File: src/rtl/peu_pkg.sv
`timescale 1ns / 1ps

package peu_pkg;

   // Width of every pixel field on the ports.
   localparam int PIX_W = 32;

   // Configuration port.
   localparam int CSR_INDEX_W = 2;
   localparam int CSR_DATA_W  = 32;
   localparam logic [CSR_INDEX_W-1:0] CSR_SCALE_MODE = 2'd0;
   localparam logic [CSR_INDEX_W-1:0] CSR_REVISION   = 2'd1;

   // Number of pixel positions in the largest block.
   localparam int BLOCK_MAX = 9;
   localparam int POS_W     = 4;

   typedef enum logic [1:0] {
      MODE_2X2 = 2'd0,
      MODE_2X3 = 2'd1,
      MODE_2X4 = 2'd2,
      MODE_3X3 = 2'd3
   } mode_type;

   // Which stored pixel feeds an output position.
   localparam int SEL_W = 3;
   typedef enum logic [SEL_W-1:0] {
      SEL_E = 3'd0,
      SEL_B = 3'd1,
      SEL_D = 3'd2,
      SEL_F = 3'd3,
      SEL_H = 3'd4
   } sel_type;

   // Number of pixels kept per queued block: E, B, D, F and H.
   localparam int SLOTS = 5;

   typedef struct packed {
      logic [BLOCK_MAX-1:0][SEL_W-1:0] sel;
      mode_type                        mode;
   } plan_type;

endpackage

File: src/rtl/peu_req_if.sv
`timescale 1ns / 1ps

interface peu_req_if import peu_pkg::*; ();
   logic             valid;
   logic             ready;
   logic [PIX_W-1:0] up_left;
   logic [PIX_W-1:0] up_mid;
   logic [PIX_W-1:0] up_right;
   logic [PIX_W-1:0] mid_left;
   logic [PIX_W-1:0] center_pixel;
   logic [PIX_W-1:0] mid_right;
   logic [PIX_W-1:0] down_left;
   logic [PIX_W-1:0] down_mid;
   logic [PIX_W-1:0] down_right;

   modport source (
      output valid, up_left, up_mid, up_right, mid_left, center_pixel,
             mid_right, down_left, down_mid, down_right,
      input  ready
   );
   modport sink (
      input  valid, up_left, up_mid, up_right, mid_left, center_pixel,
             mid_right, down_left, down_mid, down_right,
      output ready
   );
endinterface

File: src/rtl/peu_rsp_if.sv
`timescale 1ns / 1ps

interface peu_rsp_if import peu_pkg::*; ();
   logic             valid;
   logic             ready;
   logic [PIX_W-1:0] out_pixel;
   logic [1:0]       sub_col;
   logic [1:0]       sub_row;
   logic             last_flag;

   modport source (
      output valid, out_pixel, sub_col, sub_row, last_flag,
      input  ready
   );
   modport sink (
      input  valid, out_pixel, sub_col, sub_row, last_flag,
      output ready
   );
endinterface

File: src/rtl/peu_csr_if.sv
`timescale 1ns / 1ps

interface peu_csr_if import peu_pkg::*; ();
   logic                   valid;
   logic                   ready;
   logic [CSR_INDEX_W-1:0] index;
   logic [CSR_DATA_W-1:0]  data;

   modport source (
      output valid, index, data,
      input  ready
   );
   modport sink (
      input  valid, index, data,
      output ready
   );
endinterface

File: src/rtl/peu_front.sv
`timescale 1ns / 1ps

module peu_front import peu_pkg::*; #(
   parameter int PIXEL_BITS = 32
) (
   input  logic                                req_valid,
   output logic                                req_ready,
   input  logic [BLOCK_MAX-1:0][PIXEL_BITS-1:0] win,
   input  mode_type                            mode,
   input  logic [2:0]                          revision,
   output logic                                push_valid,
   input  logic                                push_full,
   output logic [SLOTS-1:0][PIXEL_BITS-1:0]    push_pix,
   output plan_type                            push_plan
);

   logic [PIXEL_BITS-1:0] a, b, c, d, e, f, g, h, i;
   logic db, bf, dh, hf, da, bc, dg, hi, ea, ec, eg, ei, eb, eh;
   logic k0, k1, k2, k3, p0, p1, p2, p3, q0, q1, q2, q3, m2, m3;
   logic e1, e3, e5, e7;
   logic [BLOCK_MAX-1:0] hit;
   sel_type src;

   assign req_ready  = !push_full;
   assign push_valid = req_valid;

   assign {i, h, g, f, e, d, c, b, a} = win;
   assign push_pix = {h, f, d, b, e};

   always_comb begin
      db = (d == b);
      bf = (b == f);
      dh = (d == h);
      hf = (h == f);
      da = (d == a);
      bc = (b == c);
      dg = (d == g);
      hi = (h == i);
      ea = (e == a);
      ec = (e == c);
      eg = (e == g);
      ei = (e == i);
      eb = (e == b);
      eh = (e == h);

      // Basic corner rules.
      k0 = db && !bf && !dh;
      k1 = bf && !db && !hf;
      k2 = dh && !db && !hf;
      k3 = hf && !dh && !bf;
      // Corner rules that also fire when the diagonal agrees.
      p0 = db && ((!bf && !dh) || da);
      p1 = bf && ((!db && !hf) || bc);
      p2 = dh && ((!db && !hf) || dg);
      p3 = hf && ((!dh && !bf) || hi);
      // Corner rules gated only by the diagonal differing from the center.
      q0 = db && !ea;
      q1 = bf && !ec;
      q2 = dh && !eg;
      q3 = hf && !ei;
      // Middle rows of the tall blocks.
      m2 = (k0 && !eg) || (k2 && !ea);
      m3 = (k1 && !ei) || (k3 && !ec);

      // Edge pixels of the 3x3 block.
      case (revision)
         3'd5: begin
            e1 = (k0 && !ec) || (k1 && !eb);
            e3 = (k0 && !ec) || (k2 && !eh);
            e5 = (k1 && !eb) || (k3 && !eh);
            e7 = (k2 && !eh) || (k3 && !eh);
         end
         3'd6: begin
            e1 = k0 != k1;
            e3 = k0 != k2;
            e5 = k1 != k3;
            e7 = k2 != k3;
         end
         3'd7: begin
            e1 = k0 || k1;
            e3 = k0 || k2;
            e5 = k1 || k3;
            e7 = k2 || k3;
         end
         default: begin
            e1 = (k0 && !ec) || (k1 && !ea);
            e3 = (k0 && !eg) || (k2 && !ea);
            e5 = (k1 && !ei) || (k3 && !ec);
            e7 = (k2 && !ei) || (k3 && !eg);
         end
      endcase

      hit = '0;
      case (mode)
         MODE_2X2: begin
            case (revision)
               3'd1:    hit[3:0] = {k3, k2, k1, k0};
               3'd2:    hit[3:0] = {p3, p2, p1, p0};
               3'd3:    hit[3:0] = {q3, q2, q1, q0};
               default: hit = '0;
            endcase
         end
         MODE_2X3: begin
            if (revision == 3'd1) begin
               hit[5:0] = {k3, k2, m3, m2, k1, k0};
            end
         end
         MODE_2X4: begin
            case (revision)
               3'd1:    hit[7:0] = {k3, k2, m3, m2, m3, m2, k1, k0};
               3'd2:    hit[7:0] = {k3, k2, k3, k2, k1, k0, k1, k0};
               default: hit = '0;
            endcase
         end
         MODE_3X3: begin
            case (revision)
               3'd0: hit = '0;
               3'd2: {hit[8], hit[6], hit[2], hit[0]} = {k3, k2, k1, k0};
               3'd3: {hit[8], hit[6], hit[2], hit[0]} = {p3, p2, p1, p0};
               3'd4: {hit[8], hit[6], hit[2], hit[0]} = {q3, q2, q1, q0};
               default: begin
                  {hit[8], hit[6], hit[2], hit[0]} = {k3, k2, k1, k0};
                  {hit[7], hit[5], hit[3], hit[1]} = {e7, e5, e3, e1};
               end
            endcase
         end
         default: hit = '0;
      endcase

      // Each position takes its fixed neighbor when its rule fires.
      push_plan.mode = mode;
      for (int n = 0; n < BLOCK_MAX; n++) begin
         if (mode == MODE_3X3) begin
            case (n)
               0, 3, 6: src = SEL_D;
               2, 5, 8: src = SEL_F;
               1:       src = SEL_B;
               7:       src = SEL_H;
               default: src = SEL_E;
            endcase
         end else begin
            src = ((n % 2) == 0) ? SEL_D : SEL_F;
         end
         push_plan.sel[n] = hit[n] ? src : SEL_E;
      end
   end

endmodule

File: src/rtl/peu_queue.sv
`timescale 1ns / 1ps

module peu_queue #(
   parameter int DATA_W = 8,
   parameter int DEPTH  = 2
) (
   input  logic              clock,
   input  logic              reset,
   input  logic              push_valid,
   input  logic [DATA_W-1:0] push_data,
   output logic              full,
   input  logic              pop,
   output logic [DATA_W-1:0] pop_data,
   output logic              not_empty
);

   localparam int PTR_W = (DEPTH > 1) ? $clog2(DEPTH) : 1;
   localparam int CNT_W = $clog2(DEPTH + 1);

   logic [DATA_W-1:0] entries_ff [DEPTH];
   logic [PTR_W-1:0]  wr_ptr_ff, wr_ptr_in, rd_ptr_ff, rd_ptr_in;
   logic [CNT_W-1:0]  count_ff, count_in;
   logic              do_push, do_pop;

   assign full      = (count_ff == CNT_W'(DEPTH));
   assign not_empty = (count_ff != '0);
   assign pop_data  = entries_ff[rd_ptr_ff];
   assign do_push   = push_valid && !full;
   assign do_pop    = pop && not_empty;

   always_comb begin
      wr_ptr_in = wr_ptr_ff;
      rd_ptr_in = rd_ptr_ff;
      count_in  = count_ff;
      if (do_push) begin
         wr_ptr_in = (wr_ptr_ff == PTR_W'(DEPTH - 1)) ? '0 : wr_ptr_ff + 1'b1;
      end
      if (do_pop) begin
         rd_ptr_in = (rd_ptr_ff == PTR_W'(DEPTH - 1)) ? '0 : rd_ptr_ff + 1'b1;
      end
      if (do_push && !do_pop) begin
         count_in = count_ff + 1'b1;
      end else if (do_pop && !do_push) begin
         count_in = count_ff - 1'b1;
      end
   end

   always_ff @(posedge clock) begin
      if (reset) begin
         wr_ptr_ff <= '0;
         rd_ptr_ff <= '0;
         count_ff  <= '0;
      end else begin
         wr_ptr_ff <= wr_ptr_in;
         rd_ptr_ff <= rd_ptr_in;
         count_ff  <= count_in;
      end
   end

   always_ff @(posedge clock) begin
      if (do_push) begin
         entries_ff[wr_ptr_ff] <= push_data;
      end
   end

endmodule

File: src/rtl/peu_back.sv
`timescale 1ns / 1ps

module peu_back import peu_pkg::*; #(
   parameter int PIXEL_BITS = 32
) (
   input  logic                             clock,
   input  logic                             reset,
   input  logic                             head_valid,
   input  logic [SLOTS-1:0][PIXEL_BITS-1:0] head_pix,
   input  plan_type                         head_plan,
   output logic                             head_pop,
   output logic                             rsp_valid,
   input  logic                             rsp_ready,
   output logic [PIXEL_BITS-1:0]            rsp_pixel,
   output logic [1:0]                       rsp_col,
   output logic [1:0]                       rsp_row,
   output logic                             rsp_last
);

   logic [POS_W-1:0]      pos_ff, pos_in;
   logic [1:0]            col_ff, col_in, row_ff, row_in;
   logic                  valid_ff, valid_in;
   logic [PIXEL_BITS-1:0] pixel_ff, pixel_in;
   logic [1:0]            out_col_ff, out_row_ff;
   logic                  last_ff;
   logic [1:0]            last_col, last_row;
   logic                  at_end, advance;
   sel_type               code;

   assign rsp_valid = valid_ff;
   assign rsp_pixel = pixel_ff;
   assign rsp_col   = out_col_ff;
   assign rsp_row   = out_row_ff;
   assign rsp_last  = last_ff;

   always_comb begin
      last_col = (head_plan.mode == MODE_3X3) ? 2'd2 : 2'd1;
      case (head_plan.mode)
         MODE_2X2: last_row = 2'd1;
         MODE_2X3: last_row = 2'd2;
         MODE_2X4: last_row = 2'd3;
         default:  last_row = 2'd2;
      endcase

      at_end   = (col_ff == last_col) && (row_ff == last_row);
      advance  = head_valid && (!valid_ff || rsp_ready);
      head_pop = advance && at_end;

      code = sel_type'(head_plan.sel[pos_ff]);
      case (code)
         SEL_B:   pixel_in = head_pix[1];
         SEL_D:   pixel_in = head_pix[2];
         SEL_F:   pixel_in = head_pix[3];
         SEL_H:   pixel_in = head_pix[4];
         default: pixel_in = head_pix[0];
      endcase

      pos_in   = pos_ff;
      col_in   = col_ff;
      row_in   = row_ff;
      valid_in = valid_ff && !rsp_ready;
      if (advance) begin
         valid_in = 1'b1;
         if (at_end) begin
            pos_in = '0;
            col_in = '0;
            row_in = '0;
         end else if (col_ff == last_col) begin
            pos_in = pos_ff + 1'b1;
            col_in = '0;
            row_in = row_ff + 1'b1;
         end else begin
            pos_in = pos_ff + 1'b1;
            col_in = col_ff + 1'b1;
         end
      end
   end

   always_ff @(posedge clock) begin
      if (reset) begin
         valid_ff <= 1'b0;
         pos_ff   <= '0;
         col_ff   <= '0;
         row_ff   <= '0;
      end else begin
         valid_ff <= valid_in;
         pos_ff   <= pos_in;
         col_ff   <= col_in;
         row_ff   <= row_in;
      end
   end

   always_ff @(posedge clock) begin
      if (advance) begin
         pixel_ff   <= pixel_in;
         out_col_ff <= col_ff;
         out_row_ff <= row_ff;
         last_ff    <= at_end;
      end
   end

endmodule

File: src/rtl/pixel_art_edge_upscaler.sv
// Edge-directed pixel-art enlarger: each request carries one source pixel's
// 3x3 neighborhood and produces the enlarged block for the center pixel, in
// row-major order, as 4 (2x2), 6 (2x3), 8 (2x4) or 9 (3x3) responses, each
// tagged with its sub-row and sub-column and with last_flag on the block's
// final pixel. Register 0 (scale_mode) picks the block shape and register 1
// (revision) the rule set; revision 0, or a revision past the highest one
// defined for the shape, copies the center pixel everywhere. Only the low
// PIXEL_BITS bits of each pixel take part. The response port delivers one
// pixel per cycle while the receiver holds ready high. The front end
// classifies a request in the cycle it is taken and can take a new one
// every cycle while its two-entry queue has room; when the queue and the
// response register are empty, the first pixel of a block is presented at
// the clock edge after the one that accepts its request. Configuration
// should only be written while no block is outstanding.
`timescale 1ns / 1ps

module pixel_art_edge_upscaler import peu_pkg::*; #(
   parameter int PIXEL_BITS = 32
) (
   input  logic      clock,
   input  logic      reset,
   peu_req_if.sink   req_bus,
   peu_rsp_if.source rsp_bus,
   peu_csr_if.sink   csr_bus
);

   // Queue entry: the five pixels a block can draw from plus the per-position
   // selection plan.
   localparam int ENTRY_W = SLOTS * PIXEL_BITS + $bits(plan_type);
   localparam int QUEUE_DEPTH = 2;

   mode_type   mode_ff, mode_in;
   logic [2:0] revision_ff, revision_in;

   logic [BLOCK_MAX-1:0][PIXEL_BITS-1:0] win;
   logic                                 push_valid, push_full;
   logic [SLOTS-1:0][PIXEL_BITS-1:0]     push_pix, head_pix;
   plan_type                             push_plan, head_plan;
   logic [ENTRY_W-1:0]                   push_data, head_data;
   logic                                 head_valid, head_pop;
   logic [PIXEL_BITS-1:0]                rsp_pixel;

   // Configuration registers; writes to unused indexes are dropped.
   assign csr_bus.ready = 1'b1;

   always_comb begin
      mode_in     = mode_ff;
      revision_in = revision_ff;
      if (csr_bus.valid) begin
         case (csr_bus.index)
            CSR_SCALE_MODE: mode_in     = mode_type'(csr_bus.data[1:0]);
            CSR_REVISION:   revision_in = csr_bus.data[2:0];
            default: begin
               mode_in     = mode_ff;
               revision_in = revision_ff;
            end
         endcase
      end
   end

   always_ff @(posedge clock) begin
      if (reset) begin
         mode_ff     <= MODE_2X2;
         revision_ff <= 3'd1;
      end else begin
         mode_ff     <= mode_in;
         revision_ff <= revision_in;
      end
   end

   // The neighborhood, cut down to the pixel width, in A through I order.
   assign win = {req_bus.down_right[PIXEL_BITS-1:0],
                 req_bus.down_mid[PIXEL_BITS-1:0],
                 req_bus.down_left[PIXEL_BITS-1:0],
                 req_bus.mid_right[PIXEL_BITS-1:0],
                 req_bus.center_pixel[PIXEL_BITS-1:0],
                 req_bus.mid_left[PIXEL_BITS-1:0],
                 req_bus.up_right[PIXEL_BITS-1:0],
                 req_bus.up_mid[PIXEL_BITS-1:0],
                 req_bus.up_left[PIXEL_BITS-1:0]};

   // The front end runs all equality tests and resolves, for every output
   // position, which pixel it will show.
   peu_front #(
      .PIXEL_BITS (PIXEL_BITS)
   ) u_front (
      .req_valid  (req_bus.valid),
      .req_ready  (req_bus.ready),
      .win        (win),
      .mode       (mode_ff),
      .revision   (revision_ff),
      .push_valid (push_valid),
      .push_full  (push_full),
      .push_pix   (push_pix),
      .push_plan  (push_plan)
   );

   assign push_data = {push_pix, push_plan};

   peu_queue #(
      .DATA_W (ENTRY_W),
      .DEPTH  (QUEUE_DEPTH)
   ) u_queue (
      .clock      (clock),
      .reset      (reset),
      .push_valid (push_valid),
      .push_data  (push_data),
      .full       (push_full),
      .pop        (head_pop),
      .pop_data   (head_data),
      .not_empty  (head_valid)
   );

   assign {head_pix, head_plan} = head_data;

   // The back end walks the block one pixel per cycle, when not stalled,
   // into the response register; the last pixel releases the queue entry.
   peu_back #(
      .PIXEL_BITS (PIXEL_BITS)
   ) u_back (
      .clock      (clock),
      .reset      (reset),
      .head_valid (head_valid),
      .head_pix   (head_pix),
      .head_plan  (head_plan),
      .head_pop   (head_pop),
      .rsp_valid  (rsp_bus.valid),
      .rsp_ready  (rsp_bus.ready),
      .rsp_pixel  (rsp_pixel),
      .rsp_col    (rsp_bus.sub_col),
      .rsp_row    (rsp_bus.sub_row),
      .rsp_last   (rsp_bus.last_flag)
   );

   assign rsp_bus.out_pixel = PIX_W'(rsp_pixel);

endmodule

File: src/flat_wrapper.sv
// flat-port wrapper written by rule: the top's interface ports become plain ports
module pixel_art_edge_upscaler_flat import peu_pkg::*;
#(
   parameter int PIXEL_BITS = 32
)
  (clock, reset, req_bus_valid, req_bus_up_left, req_bus_up_mid, req_bus_up_right, req_bus_mid_left, req_bus_center_pixel, req_bus_mid_right, req_bus_down_left, req_bus_down_mid, req_bus_down_right, req_bus_ready, rsp_bus_valid, rsp_bus_out_pixel, rsp_bus_sub_col, rsp_bus_sub_row, rsp_bus_last_flag, rsp_bus_ready, csr_bus_valid, csr_bus_index, csr_bus_data, csr_bus_ready);
  peu_req_if req_bus_i ();
  peu_rsp_if rsp_bus_i ();
  peu_csr_if csr_bus_i ();
  input  logic clock;
  input  logic reset;
  input wire logic [$bits(req_bus_i.valid)-1:0] req_bus_valid;
  input wire logic [$bits(req_bus_i.up_left)-1:0] req_bus_up_left;
  input wire logic [$bits(req_bus_i.up_mid)-1:0] req_bus_up_mid;
  input wire logic [$bits(req_bus_i.up_right)-1:0] req_bus_up_right;
  input wire logic [$bits(req_bus_i.mid_left)-1:0] req_bus_mid_left;
  input wire logic [$bits(req_bus_i.center_pixel)-1:0] req_bus_center_pixel;
  input wire logic [$bits(req_bus_i.mid_right)-1:0] req_bus_mid_right;
  input wire logic [$bits(req_bus_i.down_left)-1:0] req_bus_down_left;
  input wire logic [$bits(req_bus_i.down_mid)-1:0] req_bus_down_mid;
  input wire logic [$bits(req_bus_i.down_right)-1:0] req_bus_down_right;
  output wire logic [$bits(req_bus_i.ready)-1:0] req_bus_ready;
  output wire logic [$bits(rsp_bus_i.valid)-1:0] rsp_bus_valid;
  output wire logic [$bits(rsp_bus_i.out_pixel)-1:0] rsp_bus_out_pixel;
  output wire logic [$bits(rsp_bus_i.sub_col)-1:0] rsp_bus_sub_col;
  output wire logic [$bits(rsp_bus_i.sub_row)-1:0] rsp_bus_sub_row;
  output wire logic [$bits(rsp_bus_i.last_flag)-1:0] rsp_bus_last_flag;
  input wire logic [$bits(rsp_bus_i.ready)-1:0] rsp_bus_ready;
  input wire logic [$bits(csr_bus_i.valid)-1:0] csr_bus_valid;
  input wire logic [$bits(csr_bus_i.index)-1:0] csr_bus_index;
  input wire logic [$bits(csr_bus_i.data)-1:0] csr_bus_data;
  output wire logic [$bits(csr_bus_i.ready)-1:0] csr_bus_ready;
  assign req_bus_i.valid = req_bus_valid;
  assign req_bus_i.up_left = req_bus_up_left;
  assign req_bus_i.up_mid = req_bus_up_mid;
  assign req_bus_i.up_right = req_bus_up_right;
  assign req_bus_i.mid_left = req_bus_mid_left;
  assign req_bus_i.center_pixel = req_bus_center_pixel;
  assign req_bus_i.mid_right = req_bus_mid_right;
  assign req_bus_i.down_left = req_bus_down_left;
  assign req_bus_i.down_mid = req_bus_down_mid;
  assign req_bus_i.down_right = req_bus_down_right;
  assign req_bus_ready = req_bus_i.ready;
  assign rsp_bus_valid = rsp_bus_i.valid;
  assign rsp_bus_out_pixel = rsp_bus_i.out_pixel;
  assign rsp_bus_sub_col = rsp_bus_i.sub_col;
  assign rsp_bus_sub_row = rsp_bus_i.sub_row;
  assign rsp_bus_last_flag = rsp_bus_i.last_flag;
  assign rsp_bus_i.ready = rsp_bus_ready;
  assign csr_bus_i.valid = csr_bus_valid;
  assign csr_bus_i.index = csr_bus_index;
  assign csr_bus_i.data = csr_bus_data;
  assign csr_bus_ready = csr_bus_i.ready;
  pixel_art_edge_upscaler #(.PIXEL_BITS(PIXEL_BITS)) u_core (.clock(clock), .reset(reset), .req_bus(req_bus_i), .rsp_bus(rsp_bus_i), .csr_bus(csr_bus_i));
endmodule
File: config.mk
export PLATFORM = sky130hd
export DESIGN_NAME = pixel_art_edge_upscaler_flat
export DESIGN_NICKNAME = d
export VERILOG_FILES = /design/src/rtl/peu_pkg.sv /design/src/rtl/peu_req_if.sv /design/src/rtl/peu_rsp_if.sv /design/src/rtl/peu_csr_if.sv /design/src/rtl/peu_front.sv /design/src/rtl/peu_queue.sv /design/src/rtl/peu_back.sv /design/src/rtl/pixel_art_edge_upscaler.sv /design/src/flat_wrapper.sv
export SDC_FILE = /design/constraint.sdc
export NUM_CORES = 1
export LEC_CHECK = 0
export BUFFER_PORTS_ARGS = -buffer_cell sky130_fd_sc_hd__buf_4
export CAP_MARGIN = 10
export CORE_AREA = 2 2 237 239
export DETAILED_ROUTE_END_ITERATION = 12
export DIE_AREA = 0 0 239 241
export PLACE_DENSITY = 0.59
export SETUP_SLACK_MARGIN = 0.02
export SLEW_MARGIN = 20
export SYNTH_ARGS = -nofsm -noshare
export SYNTH_HDL_FRONTEND = slang
export SYNTH_SLANG_ARGS = --single-unit
File: constraint.sdc
create_clock -name clock -period 11.23 [get_ports clock]
set_clock_uncertainty 0.1 [all_clocks]
set_input_delay 0 -clock clock [delete_from_list [all_inputs] [get_ports clock]]
set_output_delay 0 -clock clock [all_outputs]
set_load 0.01 [all_outputs]
* Yosys cells after proc, flatten, opt, wreduce, memory -nomap -nowiden *
Memories as Yosys holds them, arrays and structs flattened. A register that Yosys moved wholly into a read port is not among the register bits.
Index checks and enable logic that the tools add are counted.

word-level totals
  bits of input ports = 327
  bits in read-only memories = 0
  bits in writable memories = 372
  memories = 1
  bits in registers = 55
  bits in latches = 0

cells by class
  order comparisons = 1
  bitwise logic cells = 0
  mux-type cells = 50
  reductions and logical operators = 80
  multiply operators = 0
  shift operators = 0
  div/mod/pow operators = 0
  add/subtract/negate cells = 7
  equal/unequal tests = 38

memory list
  memory                     depth  bits a word  rd ports  clocked after memory_dff  write ports  RTL line         RTL
  u_core.u_queue.entries_ff  2      186          1         1                         1            peu_queue.sv:20  logic [DATA_W-1:0] entries_ff [DEPTH];

operator list
  cell                 number
  $eq 32x32->1         14
  $pmux 32 s4          1
  $logic_and 1x1->1    37
  $mux 2               12
  $mux 3               8
  $pmux 1 s3           8
  $pmux 6 s4           1
  $logic_or 1x1->1     17
  $pmux 8 s2           1
  $eq 3x3->1 const B   5
  $logic_not 1->1      15
  $mux 1               13
  $bmux 3 s4           1
  $eq 3x2->1 const B   4
  $pmux 4 s3           1
  $eq 2x2->1 const B   5
  $add 2x1->2 const B  3
  $eq 3x1->1 const B   2
  $logic_not 2->1      3
  $mux 6               1
  $pmux 3 s2           1
  $reduce_and 2->1     3
  $reduce_bool 2->1    3
  $lt 4x5->1 const B   1
  other kinds (10)     16

* Depth between registers and ports, before layout *
  word-level depth = 10
  depth in mapped cells = 15
  depth with buffers taken out = 14

* By module *
A second synthesis with hierarchy kept.

second synthesis, totals
  cells, all modules = 1940
  area total of the unflattened synthesis = 24948.9 um2

by module, submodules not included
  module                   cells each  sequential area each (um2)  area an instance (um2)  times used
  peu_queue                613         11451.0                     14264.9                 1
  peu_front                970         0.0                         7201.9                  1
  peu_back                 333         1291.2                      3236.9                  1
  pixel_art_edge_upscaler  24          100.1                       245.2                   1

* Least setup slack after synthesis *
OpenSTA, ideal clock, no wires.

  path kind = register to register
  start point = reg u_core.u_queue.count_ff[0]
  end point = mem u_core.u_queue.entries_ff[0][0] in the netlist's numbering, enable pin
  stages on the path, launching flop included = 4
  path slack = 2.411 ns
  buffers on the path = 0
  setup time = 0.714 ns
  arrival time = 8.004 ns
  data required time = 10.416 ns
  cell sequence = dfxtp_1 -> nand2b_1 -> nand2_1 -> nor2_1

on the way
  cells in the longest elaborated chain, start to end = 5

ends and longest elaborated chain
  element                       RTL line            RTL
  start: declaration            peu_queue.sv:22     logic [CNT_W-1:0] count_ff, count_in;
  start signal: assignment      peu_queue.sv:56     count_ff <= count_in;
  $eq 2x2->1                    peu_queue.sv:25     assign full = (count_ff == CNT_W'(DEPTH));
  $logic_not 1->1               -
  net req_bus_ready             flat_wrapper.sv:22  output wire logic [$bits(req_bus_i.ready)-1:0] req_bus_ready;
  $logic_and 1x1->1             peu_queue.sv:28     assign do_push = push_valid && !full;
  $mux 1                        peu_queue.sv:61     if (do_push) begin
  $mux 1 (implied by the code)  peu_queue.sv:62     entries_ff[wr_ptr_ff] <= push_data;
  end: declaration              peu_queue.sv:20

The timed path passes the listed nets, and every way through them passes these cells.

==> key figures <==
Status
  • Status: finished clean

Hold path
  • Hold Path Sink: u_core.u_queue.entries_ff[1][129]
  • Hold wc startpoint: req_bus_mid_right[7]
  • Min-Delay Path Class: in -> reg
  • WHS Path Cells: 2

Drt
  • Vias/cell: between 5 and 6
  • DRC: 0
  • First DRT Iteration DRCs: between 1500 and 2000
  • Antenna Violating Nets Remaining: 0
  • Routed wire per std cell: roughly 31 microns
  • Routed WL: between 80 and 90 mm
  • Total number of vias: ~16000
  • DRT Pass-1 Iters: 5

Cells and area
  • Nets: approximately 2400
  • Design area: 28100 sq um
  • Fill count: 4720
  • Share of cells above drive strength 1: roughly a quarter
  • Area Overhead vs Synth: 28.3%

Pwr
  • Worst IR Drop VDD: ~0.11 mV
  • Final Total Pwr: 4.39 mW
  • Leakage: 9.28 nW
  • PD cells: approximately 160 nW/um^2

Global route
  • Initial antenna violation count: 1
  • Gr usage total: between 30% and 40%
  • Pin count of the biggest net entering global routing: 68
  • First-pass GRT wire length: ~120 mm
  • Grt ovf: 0
  • Vias in the first global route: 16500

Die
  • Die Area: between 50000 and 60000 sq um
  • DIE HEIGHT: roughly 240 microns
  • Initial Util: approximately two fifths
  • Die Wd: between 200 and 250 microns
  • CORE AREA: 54900 sq um
  • Site row count: 86
  • Boundary Pins: between 300 and 400

Worst setup path
  • Critical-path maximum fanout: 57
  • Critical path endpoint category: flop
  • Crit path kind: reg -> reg
  • Slowest CP cell: dfxtp_4
  • Worst Setup Start Kind: flop
  • Cell Chain, Critical Path: mux4_2 > mux2_4 > a32oi_2 > nor2_2 > nor2_4 > mux2i_4 > buf_4 > o221ai_1
  • R2R depth: 8
  • Critical path data required time: approximately 11 ns
  • Reg2reg end: u_core.u_back.rsp_pixel[30]
  • Worst endpoint data arrival time: 5.01 ns
  • Slowest Stage Delay on Critical Path: a little over 1 ns
  • Flop-to-flop setup slack: between 6 and 7 ns

STA
  • Crit share post-route: around 43%
  • RSZ-0062 raised after global routing: no
  • Final setup violating endpoints: 0
  • PnR worst setup slack: ~6.4 ns
  • Worst Tran Pin Value: 1.15 ns
  • F_max: around 210 MHz
  • Tmin final: about 4.8 ns
  • Slew Limit Fails: 0
  • Relative slew slack: 22.7%
  • Setup TNS: 0 ns
  • Endpoints failing hold: 0

Clock network
  • Clk Latency, worst-skew pair: roughly 0.6 ns
  • CTS buffer count: 45
  • Clk buf depth: 3
  • CTS sink cnt: between 400 and 500
  • Post_cts resized: 0
  • Worst-path clk slew: around 0.060 ns
  • CTS H-Tree Depth: 2
  • CTS tree: built
  • CTS root buffer: clkbuf_16

Synth
  • Synth Cell Area: 21900 sq um
  • EDFF count, synth: around 390
  • Synth Net Count: 1991
  • Distinct cells, synth: 73
  • Post-synth top area share: around 53%
  • Cell accounting for the most synthesized area: edfxtp_1
  • Post-Syn Instances: between 1500 and 2000
  • Syn Area/Cell: roughly 13 sq um
  • Share of the yosys chip area belonging to registers: between 50 and 60%
  • Main synth FF type: edfxtp_1
  • Yosys warning count: 0
  • FFs w/ async S/R, synth: 0%
  • Top cells by area, synth: edfxtp_1 53%, xnor2_1 14%, mux2i_1 6.3%
  • Register bit count reported by yosys: between 400 and 500

Placement
  • DP Worst Slack: 6.31 ns
  • PortBufs: 336
  • Placed cell area: ~25000 sq um
  • Placer congestion estimate: 0.951
  • Dpl hpwl: about 64 mm

Job
  • Max_cap viols: 0
## through the flow
stage	utilization (%)	instances	hold WS [ns]
finish	51.1	2856	0.102
global route	51.1	2856	0.0865
CTS	51.1	2855	0.0737
detailed placement	45.4	2599	0.147
global placement	45.4	2599	0.136
floorplan	-	1658	-0.0309
## how the worst max path moves through the flow
stage                                      end  cells past startpoint  slack, ns                        from
6_report           u_core.u_back.rsp_pixel[30]                      8       6.40                        flop
4_1_cts            u_core.u_back.rsp_pixel[30]                      8       6.31                        flop
3_5_place_dp       u_core.u_back.rsp_pixel[30]                      8       6.31                        flop
3_3_place_gp       u_core.u_back.rsp_pixel[30]                      8       6.37                        flop
5_1_grt            u_core.u_back.rsp_pixel[30]                      8       6.21                        flop
2_1_floorplan  u_core.u_queue.entries_ff[0][0]                      3       2.41  u_core.u_queue.count_ff[0]
## cell usage after synthesis (3+ instances only)
| cell type | count |
|---|---|
| a211oi_1 | 4 |
| a21boi_0 | 3 |
| a21oi_1 | 26 |
| a21oi_2 | 28 |
| a31oi_1 | 4 |
| buf_1 | 6 |
| buf_2 | 16 |
| buf_6 | 11 |
| clkbuf_1 | 80 |
| dfxtp_1 | 19 |
| edfxtp_1 | 389 |
| ha_1 | 6 |
| inv_1 | 11 |
| mux2_2 | 33 |
| mux2i_1 | 138 |
| mux4_2 | 5 |
| nand2_1 | 29 |
| nand2b_1 | 6 |
| nand3_1 | 7 |
| nand3b_1 | 4 |
| nand4_1 | 100 |
| nand4b_1 | 3 |
| nor2_1 | 78 |
| nor2b_1 | 5 |
| nor3_1 | 4 |
| nor4_1 | 43 |
| nor4_2 | 3 |
| o21ai_0 | 13 |
| o21bai_1 | 3 |
| o221ai_1 | 8 |
| o221ai_2 | 30 |
| o22a_1 | 32 |
| o22ai_1 | 5 |
| or2_2 | 3 |
| or3_1 | 4 |
| xnor2_1 | 355 |
| xor2_1 | 102 |
## layout make-up
class | instances | area [sq um] | area share, %
timing repair buffer | 525 | 4380 | 15.6
tap | 704 | 881 | 3.14
clock inverter | 27 | 256 | 0.914
clock buffer | 55 | 1170 | 4.18
sequential | 408 | 12100 | 43.0
antenna | 1 | 2.50 | 0.00892
multi-input combinational | 1122 | 9260 | 33.0
inverter | 14 | 53.8 | 0.192
## flip-flops by register name, summed over array words and instances, names as in the netlist, named ones only
name                       count
u_core.u_queue.wr_ptr_ff       1
u_core.mode_ff                 2
u_core.u_queue.count_ff        2
u_core.u_back.rsp_col          2
u_core.revision_ff             3
u_core.u_back.rsp_row          2
u_core.u_back.col_ff           2
u_core.u_back.rsp_valid        1
u_core.u_back.rsp_last         1
u_core.u_back.rsp_pixel       32
u_core.u_back.pos_ff           4
u_core.u_queue.entries_ff    352
u_core.u_queue.rd_ptr_ff       1
u_core.u_back.row_ff           2
## what timing repair did
item	in CTS	in global routing
hold buffers	174	0
buffers inserted	0	0
endpoints found under the hold margin	339	0
## worst max-delay path: cells and delay by family (launching register included)
| kind | cells | cell delay, ns |
|---|---|---|
| AOI/OAI and AO/OA | 2 | 0.46 |
| and+or+nand+nor | 2 | 0.67 |
| muxes | 3 | 1.66 |
| buffers and inverters | 1 | 0.57 |
| DFF | 1 | 1.03 |
## layer usage
| metal | GRT usage [%] | up-vias | wire length (microns) |
|---|---|---|---|
| li1 | - | 7079 | - |
| met1 | 40.1 | 8275 | 36000 |
| met2 | 50.0 | 818 | 41800 |
| met3 | 5.35 | 200 | 6980 |
| met4 | 12.7 | 0 | 3830 |
| met5 | 0 | - | 0 |
## cell families (layout without fill, tap and decap cells)
kind of cell | count (synthesis) | after routing | synth area share [%]
AO/OA/AOI/OAI | 178 | 178 | 7.20
XOR/XNOR | 457 | 457 | 18.3
adder cells (fa/ha/maj) | 6 | 6 | 0.343
buffers and inverters | 128 | 621 | 2.69
flip-flops | 408 | 408 | 55.2
multiplexers | 178 | 178 | 8.66
other | 1 | 2 | 0.0171
AND/OR/NAND/NOR | 302 | 302 | 7.63
## where the power goes
group | internal, mW | switching, mW | total (mW)
Clock | 0.839 | 0.617 | 1.46
Combinational | 0.399 | 0.595 | 0.995
Sequential | 1.88 | 0.0538 | 1.94
Total | 3.12 | 1.27 | 4.39
## cell usage in the layout, fill, tap and decap left out, drive strengths merged, types with 4 or more instances in the layout
| cell | Yosys | routed |
|---|---|---|
| mux2i | 139 | 139 |
| nand2 | 31 | 31 |
| ha | 6 | 6 |
| or2 | 4 | 4 |
| inv | 13 | 16 |
| nand3 | 7 | 7 |
| mux2 | 34 | 34 |
| a31oi | 4 | 4 |
| clkbuf | 80 | 55 |
| dlygate4sd3 | 0 | 174 |
| bufinv | 0 | 4 |
| or3 | 4 | 4 |
| nor2 | 81 | 81 |
| xnor2 | 355 | 355 |
| o22ai | 5 | 5 |
| a21boi | 4 | 4 |
| nand2b | 6 | 6 |
| a211oi | 5 | 5 |
| o221ai | 38 | 38 |
| xor2 | 102 | 102 |
| nand3b | 4 | 4 |
| clkinv | 1 | 20 |
| o22a | 32 | 32 |
| o21ai | 16 | 16 |
| mux4 | 5 | 5 |
| nor4 | 47 | 47 |
| dfxtp | 19 | 19 |
| nand4 | 100 | 100 |
| buf | 34 | 351 |
| a21oi | 54 | 54 |
| nor3 | 5 | 5 |
| edfxtp | 389 | 389 |
| nor2b | 5 | 5 |
Power figures use the tool's default switching activity.
